File: src/design/assert_macros.svh
// Assertion macros shared by the line-minimum counter modules.
// Each macro expects clk and arst_n to be visible in the module that uses it.
`ifndef ASSERT_MACROS_SVH
`define ASSERT_MACROS_SVH

// Checked on every rising edge outside reset.
`define GLM_ASSERT(name, prop, msg) \
	name: assert property (@(posedge clk) disable iff (!arst_n) (prop)) else $error(msg);

// Checked on every rising edge, reset included.
`define GLM_ASSERT_ALWAYS(name, prop, msg) \
	name: assert property (@(posedge clk) (prop)) else $error(msg);

`endif

File: src/design/glm_pkg.sv
// Shared types and constants of the grid local-minimum counter.
// No dependencies; imported by every module of the block.
`timescale 1ns / 1ps

package glm_pkg;

	// Widths fixed by the pixel and result formats.
	localparam int HEIGHT_W = 4;
	localparam int CFG_W    = 8;
	localparam int CFG_IDX_W = 1;
	localparam int COUNT_W  = 15;
	localparam int RISK_W   = 18;

	// Configuration register indexes.
	localparam logic [CFG_IDX_W-1:0] REG_ROW_WIDTH = 1'b0;
	localparam logic [CFG_IDX_W-1:0] REG_ROW_COUNT = 1'b1;

	// Reset value of both size registers.
	localparam logic [CFG_W-1:0] SIZE_RESET = 8'd128;

	// Per-pixel control carried from the scan stage to the judging stage.
	typedef struct packed {
		logic [HEIGHT_W-1:0] height;
		logic                c_gt0;     // a left neighbour exists
		logic                c_gt1;     // a pixel two to the left exists
		logic                r_ge1;     // a row above exists
		logic                r_ge2;     // two rows above exist
		logic                row_end;   // last pixel of its row
		logic                final_row; // pixel lies in the last row
		logic                frame_end; // last pixel of the frame
		logic                fwd;       // prefetched column-0 value is this pixel
	} pix_ctl_t;

endpackage

File: src/design/grid_local_minimum_counter_top.sv
// Top level of the grid local-minimum counter.
// Depends on glm_pkg, glm_scan, glm_line_store and glm_judge.
`timescale 1ns / 1ps

// Usage:
// Height digits of a raster enter on height with in_valid/in_ready, one
// request per pixel in row-major order. The frame size comes from the
// row_width and row_count registers, written through cfg_write, cfg_index and
// cfg_data while no request is in flight.
// A pixel counts as a low point when every 4-connected neighbour inside the
// frame is strictly higher. After the last pixel of a frame one request leaves
// on out_valid/out_ready with low_point_count and risk_sum (sum of height plus
// one over the low points); the next frame starts at once.
// Throughput is one pixel per cycle outside the clearing pass and result stalls,
// set by the line store taking one write and two reads in every cycle. The
// result register is loaded when the last pixel leaves the judging stage.
// After reset the line store is cleared one entry a cycle, all 2 * 2**CW entries
// (256 at the defaults), and in_ready stays low until the pass ends.
// When the receiver stalls, pixels keep flowing until the next frame end meets
// the still occupied result register; in_ready then drops until it is taken.
module grid_local_minimum_counter_top #(
	parameter int MAX_WIDTH = 128,
	parameter int MAX_ROWS  = 128
) (
	input  logic                          clk,
	input  logic                          arst_n,
	input  logic                          cfg_write,
	input  logic [glm_pkg::CFG_IDX_W-1:0] cfg_index,
	input  logic [glm_pkg::CFG_W-1:0]     cfg_data,
	input  logic                          in_valid,
	output logic                          in_ready,
	input  logic [glm_pkg::HEIGHT_W-1:0]  height,
	output logic                          out_valid,
	input  logic                          out_ready,
	output logic [glm_pkg::COUNT_W-1:0]   low_point_count,
	output logic [glm_pkg::RISK_W-1:0]    risk_sum
);
	import glm_pkg::*;

	localparam int CW = (MAX_WIDTH > 1) ? $clog2(MAX_WIDTH) : 1;
	localparam int AW = CW + 1;

	logic                s1_free;
	logic                fire;
	pix_ctl_t            ctl;
	logic                mem_we;
	logic [AW-1:0]       mem_wa;
	logic [HEIGHT_W-1:0] mem_wd;
	logic                mem_re;
	logic [AW-1:0]       mem_ra_a;
	logic [AW-1:0]       mem_ra_b;
	logic [HEIGHT_W-1:0] rd_up;
	logic [HEIGHT_W-1:0] rd_b;

	// Position tracking and store addressing.
	glm_scan #(
		.MAX_WIDTH (MAX_WIDTH),
		.MAX_ROWS  (MAX_ROWS),
		.CW        (CW),
		.AW        (AW)
	) u_scan (
		.clk       (clk),
		.arst_n    (arst_n),
		.cfg_write (cfg_write),
		.cfg_index (cfg_index),
		.cfg_data  (cfg_data),
		.in_valid  (in_valid),
		.in_ready  (in_ready),
		.height    (height),
		.s1_free   (s1_free),
		.fire      (fire),
		.ctl       (ctl),
		.mem_we    (mem_we),
		.mem_wa    (mem_wa),
		.mem_wd    (mem_wd),
		.mem_re    (mem_re),
		.mem_ra_a  (mem_ra_a),
		.mem_ra_b  (mem_ra_b)
	);

	// Current and previous row, selected by row parity.
	glm_line_store #(
		.AW (AW)
	) u_store (
		.clk  (clk),
		.we   (mem_we),
		.wa   (mem_wa),
		.wd   (mem_wd),
		.re   (mem_re),
		.ra_a (mem_ra_a),
		.ra_b (mem_ra_b),
		.rd_a (rd_up),
		.rd_b (rd_b)
	);

	// Decisions, totals and result register.
	glm_judge u_judge (
		.clk             (clk),
		.arst_n          (arst_n),
		.fire            (fire),
		.ctl             (ctl),
		.rd_up           (rd_up),
		.rd_b            (rd_b),
		.s1_free         (s1_free),
		.out_valid       (out_valid),
		.out_ready       (out_ready),
		.low_point_count (low_point_count),
		.risk_sum        (risk_sum)
	);

endmodule

File: src/design/glm_line_store.sv
// Two-row line store: one write port and two registered read ports.
// Depends on glm_pkg for the pixel width.
`timescale 1ns / 1ps

module glm_line_store #(
	parameter int AW = 8
) (
	input  logic                         clk,
	input  logic                         we,
	input  logic [AW-1:0]                wa,
	input  logic [glm_pkg::HEIGHT_W-1:0] wd,
	input  logic                         re,
	input  logic [AW-1:0]                ra_a,
	input  logic [AW-1:0]                ra_b,
	output logic [glm_pkg::HEIGHT_W-1:0] rd_a,
	output logic [glm_pkg::HEIGHT_W-1:0] rd_b
);
	import glm_pkg::*;

	localparam int DEPTH = 2 ** AW;

	logic [HEIGHT_W-1:0] mem [DEPTH];

	// Read-first: a read of the entry being written returns the old data.
	always_ff @(posedge clk) begin
		if (we) begin
			mem[wa] <= wd;
		end
		if (re) begin
			rd_a <= mem[ra_a];
			rd_b <= mem[ra_b];
		end
	end

endmodule

File: src/design/glm_scan.sv
// Scan stage: size registers, raster position counters, line store addressing
// and the clearing pass after reset. Depends on glm_pkg and assert_macros.svh.
`timescale 1ns / 1ps
`include "assert_macros.svh"

module glm_scan #(
	parameter int MAX_WIDTH = 128,
	parameter int MAX_ROWS  = 128,
	parameter int CW        = 7,
	parameter int AW        = 8
) (
	input  logic                          clk,
	input  logic                          arst_n,
	input  logic                          cfg_write,
	input  logic [glm_pkg::CFG_IDX_W-1:0] cfg_index,
	input  logic [glm_pkg::CFG_W-1:0]     cfg_data,
	input  logic                          in_valid,
	output logic                          in_ready,
	input  logic [glm_pkg::HEIGHT_W-1:0]  height,
	input  logic                          s1_free,
	output logic                          fire,
	output glm_pkg::pix_ctl_t             ctl,
	output logic                          mem_we,
	output logic [AW-1:0]                 mem_wa,
	output logic [glm_pkg::HEIGHT_W-1:0]  mem_wd,
	output logic                          mem_re,
	output logic [AW-1:0]                 mem_ra_a,
	output logic [AW-1:0]                 mem_ra_b
);
	import glm_pkg::*;

	localparam int RW = (MAX_ROWS > 1) ? $clog2(MAX_ROWS) : 1;
	localparam int WW = $clog2(MAX_WIDTH + 1);
	localparam int HW = $clog2(MAX_ROWS + 1);

	logic [CFG_W-1:0] row_width_q;
	logic [CFG_W-1:0] row_count_q;
	logic [CW-1:0]    col_q;
	logic [RW-1:0]    row_q;
	logic             clr_busy_q;
	logic [AW-1:0]    clr_addr_q;

	logic [WW-1:0] width_eff;
	logic [HW-1:0] rows_eff;
	logic          row_end;
	logic          final_row;
	logic          frame_end;

	// Size registers; the user writes them only between requests, which the block itself does not enforce.
	always_ff @(posedge clk or negedge arst_n) begin
		if (!arst_n) begin
			row_width_q <= SIZE_RESET;
			row_count_q <= SIZE_RESET;
		end else if (cfg_write) begin
			unique case (cfg_index)
				REG_ROW_WIDTH: row_width_q <= cfg_data;
				REG_ROW_COUNT: row_count_q <= cfg_data;
			endcase
		end
	end

	// Effective sizes: zero acts as one, anything above the maximum as the maximum.
	always_comb begin
		if (row_width_q == '0) begin
			width_eff = WW'(1);
		end else if (32'(row_width_q) > 32'(MAX_WIDTH)) begin
			width_eff = WW'(MAX_WIDTH);
		end else begin
			width_eff = WW'(row_width_q);
		end
		if (row_count_q == '0) begin
			rows_eff = HW'(1);
		end else if (32'(row_count_q) > 32'(MAX_ROWS)) begin
			rows_eff = HW'(MAX_ROWS);
		end else begin
			rows_eff = HW'(row_count_q);
		end
	end

	// Position flags of the pixel on offer.
	assign row_end   = (32'(col_q) + 32'd1) >= 32'(width_eff);
	assign final_row = (32'(row_q) + 32'd1) >= 32'(rows_eff);
	assign frame_end = row_end && final_row;

	assign in_ready = !clr_busy_q && s1_free;
	assign fire     = in_valid && in_ready;

	always_comb begin
		ctl.height    = height;
		ctl.c_gt0     = (col_q != '0);
		ctl.c_gt1     = 32'(col_q) >= 32'd2;
		ctl.r_ge1     = (row_q != '0);
		ctl.r_ge2     = 32'(row_q) >= 32'd2;
		ctl.row_end   = row_end;
		ctl.final_row = final_row;
		ctl.frame_end = frame_end;
		ctl.fwd       = row_end && (col_q == '0);
	end

	// Clearing pass over the whole store after reset.
	always_ff @(posedge clk or negedge arst_n) begin
		if (!arst_n) begin
			clr_busy_q <= 1'b1;
			clr_addr_q <= '0;
		end else if (clr_busy_q) begin
			clr_addr_q <= clr_addr_q + AW'(1);
			if (&clr_addr_q) begin
				clr_busy_q <= 1'b0;
			end
		end
	end

	// Raster position of the next pixel.
	always_ff @(posedge clk or negedge arst_n) begin
		if (!arst_n) begin
			col_q <= '0;
			row_q <= '0;
		end else if (fire) begin
			if (frame_end) begin
				col_q <= '0;
				row_q <= '0;
			end else if (row_end) begin
				col_q <= '0;
				row_q <= row_q + RW'(1);
			end else begin
				col_q <= CW'(32'(col_q) + 32'd1);
			end
		end
	end

	// Store the pixel in its row slot; port A fetches the row above the
	// previous row, port B the right neighbour above or, at a row end, the
	// first pixel of this row for the next row.
	always_comb begin
		if (clr_busy_q) begin
			mem_we = 1'b1;
			mem_wa = clr_addr_q;
			mem_wd = '0;
		end else begin
			mem_we = fire;
			mem_wa = {row_q[0], col_q};
			mem_wd = height;
		end
		mem_re   = fire;
		mem_ra_a = {row_q[0], col_q};
		if (row_end) begin
			mem_ra_b = {row_q[0], CW'(0)};
		end else begin
			mem_ra_b = {~row_q[0], CW'(32'(col_q) + 32'd1)};
		end
	end

	`GLM_ASSERT_ALWAYS(a_no_take_while_clearing, clr_busy_q |-> !in_ready, "pixel taken during clearing pass")
	`GLM_ASSERT(a_frame_restart, fire && frame_end |=> (col_q == '0) && (row_q == '0), "position not cleared after frame end")

endmodule

File: src/design/glm_judge.sv
// Judging stage: neighbour window registers, low-point decisions, running
// totals and the result register. Depends on glm_pkg and assert_macros.svh.
`timescale 1ns / 1ps
`include "assert_macros.svh"

module glm_judge (
	input  logic                         clk,
	input  logic                         arst_n,
	input  logic                         fire,
	input  glm_pkg::pix_ctl_t            ctl,
	input  logic [glm_pkg::HEIGHT_W-1:0] rd_up,
	input  logic [glm_pkg::HEIGHT_W-1:0] rd_b,
	output logic                         s1_free,
	output logic                         out_valid,
	input  logic                         out_ready,
	output logic [glm_pkg::COUNT_W-1:0]  low_point_count,
	output logic [glm_pkg::RISK_W-1:0]   risk_sum
);
	import glm_pkg::*;

	logic                s1_valid_q;
	pix_ctl_t            ctl_s1;
	logic [HEIGHT_W-1:0] pf_q;      // column 0 of the previous row
	logic [HEIGHT_W-1:0] nxt_q;     // above-right read of the previous pixel
	logic [HEIGHT_W-1:0] t_prev_q;  // pixel above the previous pixel
	logic [HEIGHT_W-1:0] pp0_q;
	logic [HEIGHT_W-1:0] pp1_q;
	logic [COUNT_W-1:0]  count_q;
	logic [RISK_W-1:0]   risk_q;
	logic                out_valid_q;

	logic                s1_go;
	logic [HEIGHT_W-1:0] h;
	logic [HEIGHT_W-1:0] t_cur;
	logic                j_above;
	logic                j_left;
	logic                j_here;
	logic [1:0]          add_cnt;
	logic [6:0]          add_risk;

	// The stage only waits when a frame result meets a full result register.
	assign s1_go   = s1_valid_q && !(ctl_s1.frame_end && out_valid_q && !out_ready);
	assign s1_free = !s1_valid_q || s1_go;

	assign h     = ctl_s1.height;
	assign t_cur = ctl_s1.c_gt0 ? nxt_q : pf_q;

	// Three candidates: the pixel above, the left pixel in the final row, and
	// the last pixel of the frame itself.
	always_comb begin
		j_above = ctl_s1.r_ge1 && (!ctl_s1.r_ge2 || rd_up > t_cur) && (h > t_cur)
			&& (!ctl_s1.c_gt0 || t_prev_q > t_cur)
			&& (ctl_s1.row_end || rd_b > t_cur);
		j_left = ctl_s1.final_row && ctl_s1.c_gt0
			&& (!ctl_s1.r_ge1 || t_prev_q > pp0_q)
			&& (!ctl_s1.c_gt1 || pp1_q > pp0_q) && (h > pp0_q);
		j_here = ctl_s1.frame_end && (!ctl_s1.r_ge1 || t_cur > h)
			&& (!ctl_s1.c_gt0 || pp0_q > h);
		add_cnt = {1'b0, j_above} + {1'b0, j_left} + {1'b0, j_here};
		add_risk = (j_above ? 7'(t_cur) + 7'd1 : 7'd0)
			+ (j_left ? 7'(pp0_q) + 7'd1 : 7'd0)
			+ (j_here ? 7'(h) + 7'd1 : 7'd0);
	end

	// Stage valid and captured pixel control.
	always_ff @(posedge clk or negedge arst_n) begin
		if (!arst_n) begin
			s1_valid_q <= 1'b0;
		end else if (fire) begin
			s1_valid_q <= 1'b1;
		end else if (s1_go) begin
			s1_valid_q <= 1'b0;
		end
	end

	always_ff @(posedge clk) begin
		if (fire) begin
			ctl_s1 <= ctl;
		end
	end

	// Window registers slide along the row above.
	always_ff @(posedge clk) begin
		if (s1_go) begin
			t_prev_q <= t_cur;
			if (ctl_s1.row_end) begin
				pf_q <= ctl_s1.fwd ? h : rd_b;
			end else begin
				nxt_q <= rd_b;
			end
		end
	end

	// Two previous pixels of the current row, totals and the result register.
	always_ff @(posedge clk or negedge arst_n) begin
		if (!arst_n) begin
			pp0_q       <= '0;
			pp1_q       <= '0;
			count_q     <= '0;
			risk_q      <= '0;
			out_valid_q <= 1'b0;
		end else begin
			if (out_valid_q && out_ready) begin
				out_valid_q <= 1'b0;
			end
			if (s1_go) begin
				pp1_q <= pp0_q;
				pp0_q <= h;
				if (ctl_s1.frame_end) begin
					count_q     <= '0;
					risk_q      <= '0;
					out_valid_q <= 1'b1;
				end else begin
					count_q <= count_q + COUNT_W'(add_cnt);
					risk_q  <= risk_q + RISK_W'(add_risk);
				end
			end
		end
	end

	always_ff @(posedge clk) begin
		if (s1_go && ctl_s1.frame_end) begin
			low_point_count <= count_q + COUNT_W'(add_cnt);
			risk_sum        <= risk_q + RISK_W'(add_risk);
		end
	end

	assign out_valid = out_valid_q;

	`GLM_ASSERT(a_stall_cause, s1_valid_q && !s1_go |-> ctl_s1.frame_end && out_valid_q && !out_ready, "stage held without a blocked result")
	`GLM_ASSERT(a_result_loaded, s1_go && ctl_s1.frame_end |=> out_valid_q, "frame end left no result")

endmodule
File: config.mk
export PLATFORM = sky130hd
export DESIGN_NAME = grid_local_minimum_counter_top
export DESIGN_NICKNAME = d
export VERILOG_FILES = /design/src/design/glm_pkg.sv /design/src/design/grid_local_minimum_counter_top.sv /design/src/design/glm_line_store.sv /design/src/design/glm_scan.sv /design/src/design/glm_judge.sv
export VERILOG_INCLUDE_DIRS = /design/src /design/src/design
export SDC_FILE = /design/constraint.sdc
export NUM_CORES = 2
export LEC_CHECK = 0
export ABC_AREA = 1
export BUFFER_PORTS_ARGS = -buffer_cell sky130_fd_sc_hd__buf_2
export CAP_MARGIN = 10
export CELL_PAD_IN_SITES_DETAIL_PLACEMENT = 1
export CELL_PAD_IN_SITES_GLOBAL_PLACEMENT = 2
export CORE_MARGIN = 8
export CORE_UTILIZATION = 41
export CTS_CLUSTER_SIZE = 14
export DETAILED_ROUTE_END_ITERATION = 12
export GPL_TIMING_DRIVEN = 0
export PLACE_DENSITY = 0.87
export SLEW_MARGIN = 20
export SYNTH_ARGS = -nofsm -noshare
export SYNTH_HDL_FRONTEND = slang
export SYNTH_HIERARCHICAL = 1
export SYNTH_SLANG_ARGS = --single-unit
File: constraint.sdc
create_clock -name clk -period 10.4 [get_ports clk]
set_clock_uncertainty 0.15 [all_clocks]
set_input_delay 2.08 -clock clk [delete_from_list [all_inputs] [get_ports clk]]
set_output_delay 2.08 -clock clk [all_outputs]
set_load 0.01 [all_outputs]
==> metrics.cfg <==
[synthesis]
ys_ff_latch=1171
synthDominantCellAreaShare_pct=52.97
yosysTopAreaCell=edfxtp_1
syn_area_sq_um=61740
synth.avg_cell_area_sq_um=8.775
yosysSeqAreaShare_pct=56.30
synth_area_leaders=edfxtp_1 53%, nand3_1 16%, nand2_1 15%
synthesis.nets=7129
yosysWarnings=6
ys_types=40
syn_inst=7036

[cts]
htreeDepth=4
cts_made_buffers=138
cts_root_buffer=clkbuf_16
post_cts_buffers=0
cts_resized=0
cts.sinks=1171
clk_latency_ns=0.78
clkTransAtPathRegs_ns=0.06
cts_tree=built
cts_hold_buf=0
clockBufferDepth=3

[sta]
setup_tns_ns=0
setup_viol=0
slew_headroom_pct=12.83
setup_ws_ns=4.263
period_needed_ns=6.137
rsz0062_at_grt=false
drv_slew=0
finalHoldViolations=0
final.hold.worst_slack_ns=0.3212
fmax_mhz=162.9
fin_crit_sh_pct=59.01
tightest_slew_ns=1.307

[critical_path]
path_cells=or2_2 -> nor3_1 -> nor2_1 -> inv_1 -> nand2_1 -> ha_1 -> nand2_1 -> nor2_1 -> nor2_1 -> nand2_1 -> nand2_2 -> nand2_2 -> buf_6 -> nor3_1 -> clkbuf_1 -> clkbuf_1 -> nand3_1 -> nand3_1 -> nand3_1 -> nand2_1 -> nand2_1 -> nand3_1 -> nand3_1 -> nand2_1
crit_path_end_kind=flop
cp_common_cell=nand2_1
cp_slowest_cell=clkbuf_1
path_buf_inv=4
slowest_delay_ns=0.94
worstPathMaxFanout=10
crit_arrival_ns=6.58
crit_required_ns=10.84
path_class=flop to flop
worstSetupStartpointType=flop
path_delay_family=simple AND/OR/NAND/NOR gates

[placement]
place_hpwl_um=234100
pre_cts_ws_ns=4.461
io_buffers=52
placedInstanceArea_sq_um=65890
dp.cells=9159
place_congestion=1.048

[route]
met3WireLength_um=40020
wl_per_cell_um=33.38
highest_layer=met5
viasPerCell=6.307
dr.pass1.iters=6
ant_nets=0
vias=59460
wl_um=314700
dr_wl_met2_um=131100
first_iter_violations=8687
drc=0
met1_length_um=117600

[finish]
area_growth_pct=14.02
fin_util_pct=47.06
mostFrequentLayoutCell=nand2_1
layout-drive-gt1-share_pct=10.24
nFillCells=17440
fin_nets=7376
final_cell_mix=2,510 x nand2_1, 2,017 x nand3_1, 1,089 x edfxtp_1
fin_cells=9428
stdcell_area_sq_um=70400

[floorplanning]
core_area_sq_um=149600
ios=53
fp.dieW_um=404.0
die_area_sq_um=163300
rows=142
initial_core_util_pct=41.27
die_h_um=404.0

[global_routing]
grt_max_degree=57
grt_pass1_wl_um=433800
grt_usage_pct=37.20
grt_antenna_before_repair=19
first_global_vias=58090
grt_overflow=0

[run]
drv_cap=0

[power_and_ir_drop]
p_leak_nw=27.82
power_mw=26.53
ir_worst_vdd_mv=0.2441
powerDensity_nw_per_um2=376.8

[run_status]
status=finished, final reports clean

[hold_path]
hold_class=flop to flop

cell families (layout without fill, tap and decap cells):
logic type / count (synthesis) / count (layout) / synth area share, %
XOR/XNOR: 26 / 26 / 0.3688
AND/OR/NAND/NOR: 4951 / 4951 / 34.47
flip-flops: 1171 / 1171 / 56.30
other: 0 / 20 / 0
AO/OA/AOI/OAI: 100 / 100 / 0.8999
buffers and inverters: 713 / 1069 / 6.297
adder cells (fa/ha/maj): 75 / 75 / 1.666
sequential cells by signal (all words and copies together) (netlist names), 7 cells and up:
register / cells
u_judge/count_q: 15
u_store/mem: 1024
u_judge/ctl_s1: 8
u_judge/low_point_count: 15
u_judge/risk_q: 18
u_scan/clr_addr_q: 8
u_scan/row_width_q: 8
u_scan/col_q: 7
u_judge/risk_sum: 18
u_scan/row_count_q: 8
u_scan/row_q: 7
where the power goes:
part | switching, mW | internal [mW] | leakage (nW) | total (mW)
Combinational | 12.5 | 3.75 | 14.7 | 16.2
Clock | 2.04 | 2.85 | 2.16 | 4.89
Sequential | 0.0964 | 5.32 | 10.9 | 5.41
worst paths after layout:
kind / start / to / slack (ns) / cells after the start
setup / recovery: u_scan/row_width_q[4]$_DFFE_PN0P_ / u_store/rd_b[1]$_DFFE_PP_ / 4.26 / 24
hold / removal: u_store/rd_b[0]$_DFFE_PP_ / u_judge/nxt_q[0]$_DFFE_PP_ / 0.32 / 0
setup reg to reg: u_scan/row_width_q[4]$_DFFE_PN0P_ / u_store/rd_b[1]$_DFFE_PP_ / 4.26 / 24
hold reg to reg: u_store/rd_b[0]$_DFFE_PP_ / u_judge/nxt_q[0]$_DFFE_PP_ / 0.32 / 0
max in group asynchronous: arst_n / u_scan/row_width_q[7]$_DFFE_PN1P_ / 8.38 / 2
min in group asynchronous: arst_n / u_judge/pp1_q[2]$_DFFE_PN0P_ / 1.03 / 1
final cells by class:
| type | count | area (sq um) | area share (%) |
|---|---|---|---|
| clock buffer | 177 | 3767 | 5.352 |
| timing repair buffer | 107 | 1573 | 2.234 |
| sequential | 1171 | 34760 | 49.37 |
| antenna | 20 | 50.05 | 0.07109 |
| multi-input combinational | 5152 | 23120 | 32.85 |
| buffer | 504 | 3119 | 4.431 |
| inverter | 209 | 795.8 | 1.130 |
| tap | 2016 | 2522 | 3.583 |
| clock inverter | 72 | 688.2 | 0.9776 |
layer usage:
layer | vias to the layer above | track usage [%]
met5 | - | 0
met4 | 8 | 25.96
met3 | 1027 | 11.46
met2 | 4270 | 53.71
met1 | 29630 | 47.54
li1 | 24530 | -
synth_stat cells:
| cell type | n |
|---|---|
| nand4_1 | 18 |
| nor2_4 | 6 |
| clkbuf_1 | 84 |
| buf_6 | 90 |
| buf_4 | 54 |
| xnor2_1 | 7 |
| clkinv_2 | 1 |
| inv_6 | 2 |
| nor3_1 | 8 |
| ha_1 | 63 |
| o21ai_1 | 1 |
| a21boi_0 | 1 |
| edfxtp_1 | 1089 |
| nor2_2 | 3 |
| xor2_1 | 19 |
| a22o_1 | 3 |
| nor2_1 | 369 |
| nand3_1 | 2017 |
| o21a_1 | 4 |
| nor3_4 | 1 |
| o21ai_0 | 52 |
| and2_1 | 8 |
| buf_2 | 257 |
| a21o_1 | 1 |
| or2_2 | 3 |
| nand2_1 | 2510 |
| nand2_2 | 5 |
| inv_1 | 201 |
| a21oi_4 | 1 |
| buf_1 | 19 |
| a21oi_1 | 24 |
| fa_1 | 12 |
| nand3_2 | 1 |
| dfstp_2 | 3 |
| a31oi_1 | 2 |
| o21bai_1 | 1 |
| inv_2 | 5 |
| dfrtp_1 | 79 |
| o22ai_1 | 10 |
| nand3b_1 | 2 |
worst register-to-register path: cells and delay by family, from the launching register on:
family,cells,cell delay (ns)
simple gates,19,3.09
buf+inv,4,2.02
flops,1,0.39
fa+ha+maj,1,0.31
No activity file was read; power rests on OpenSTA's default activity.
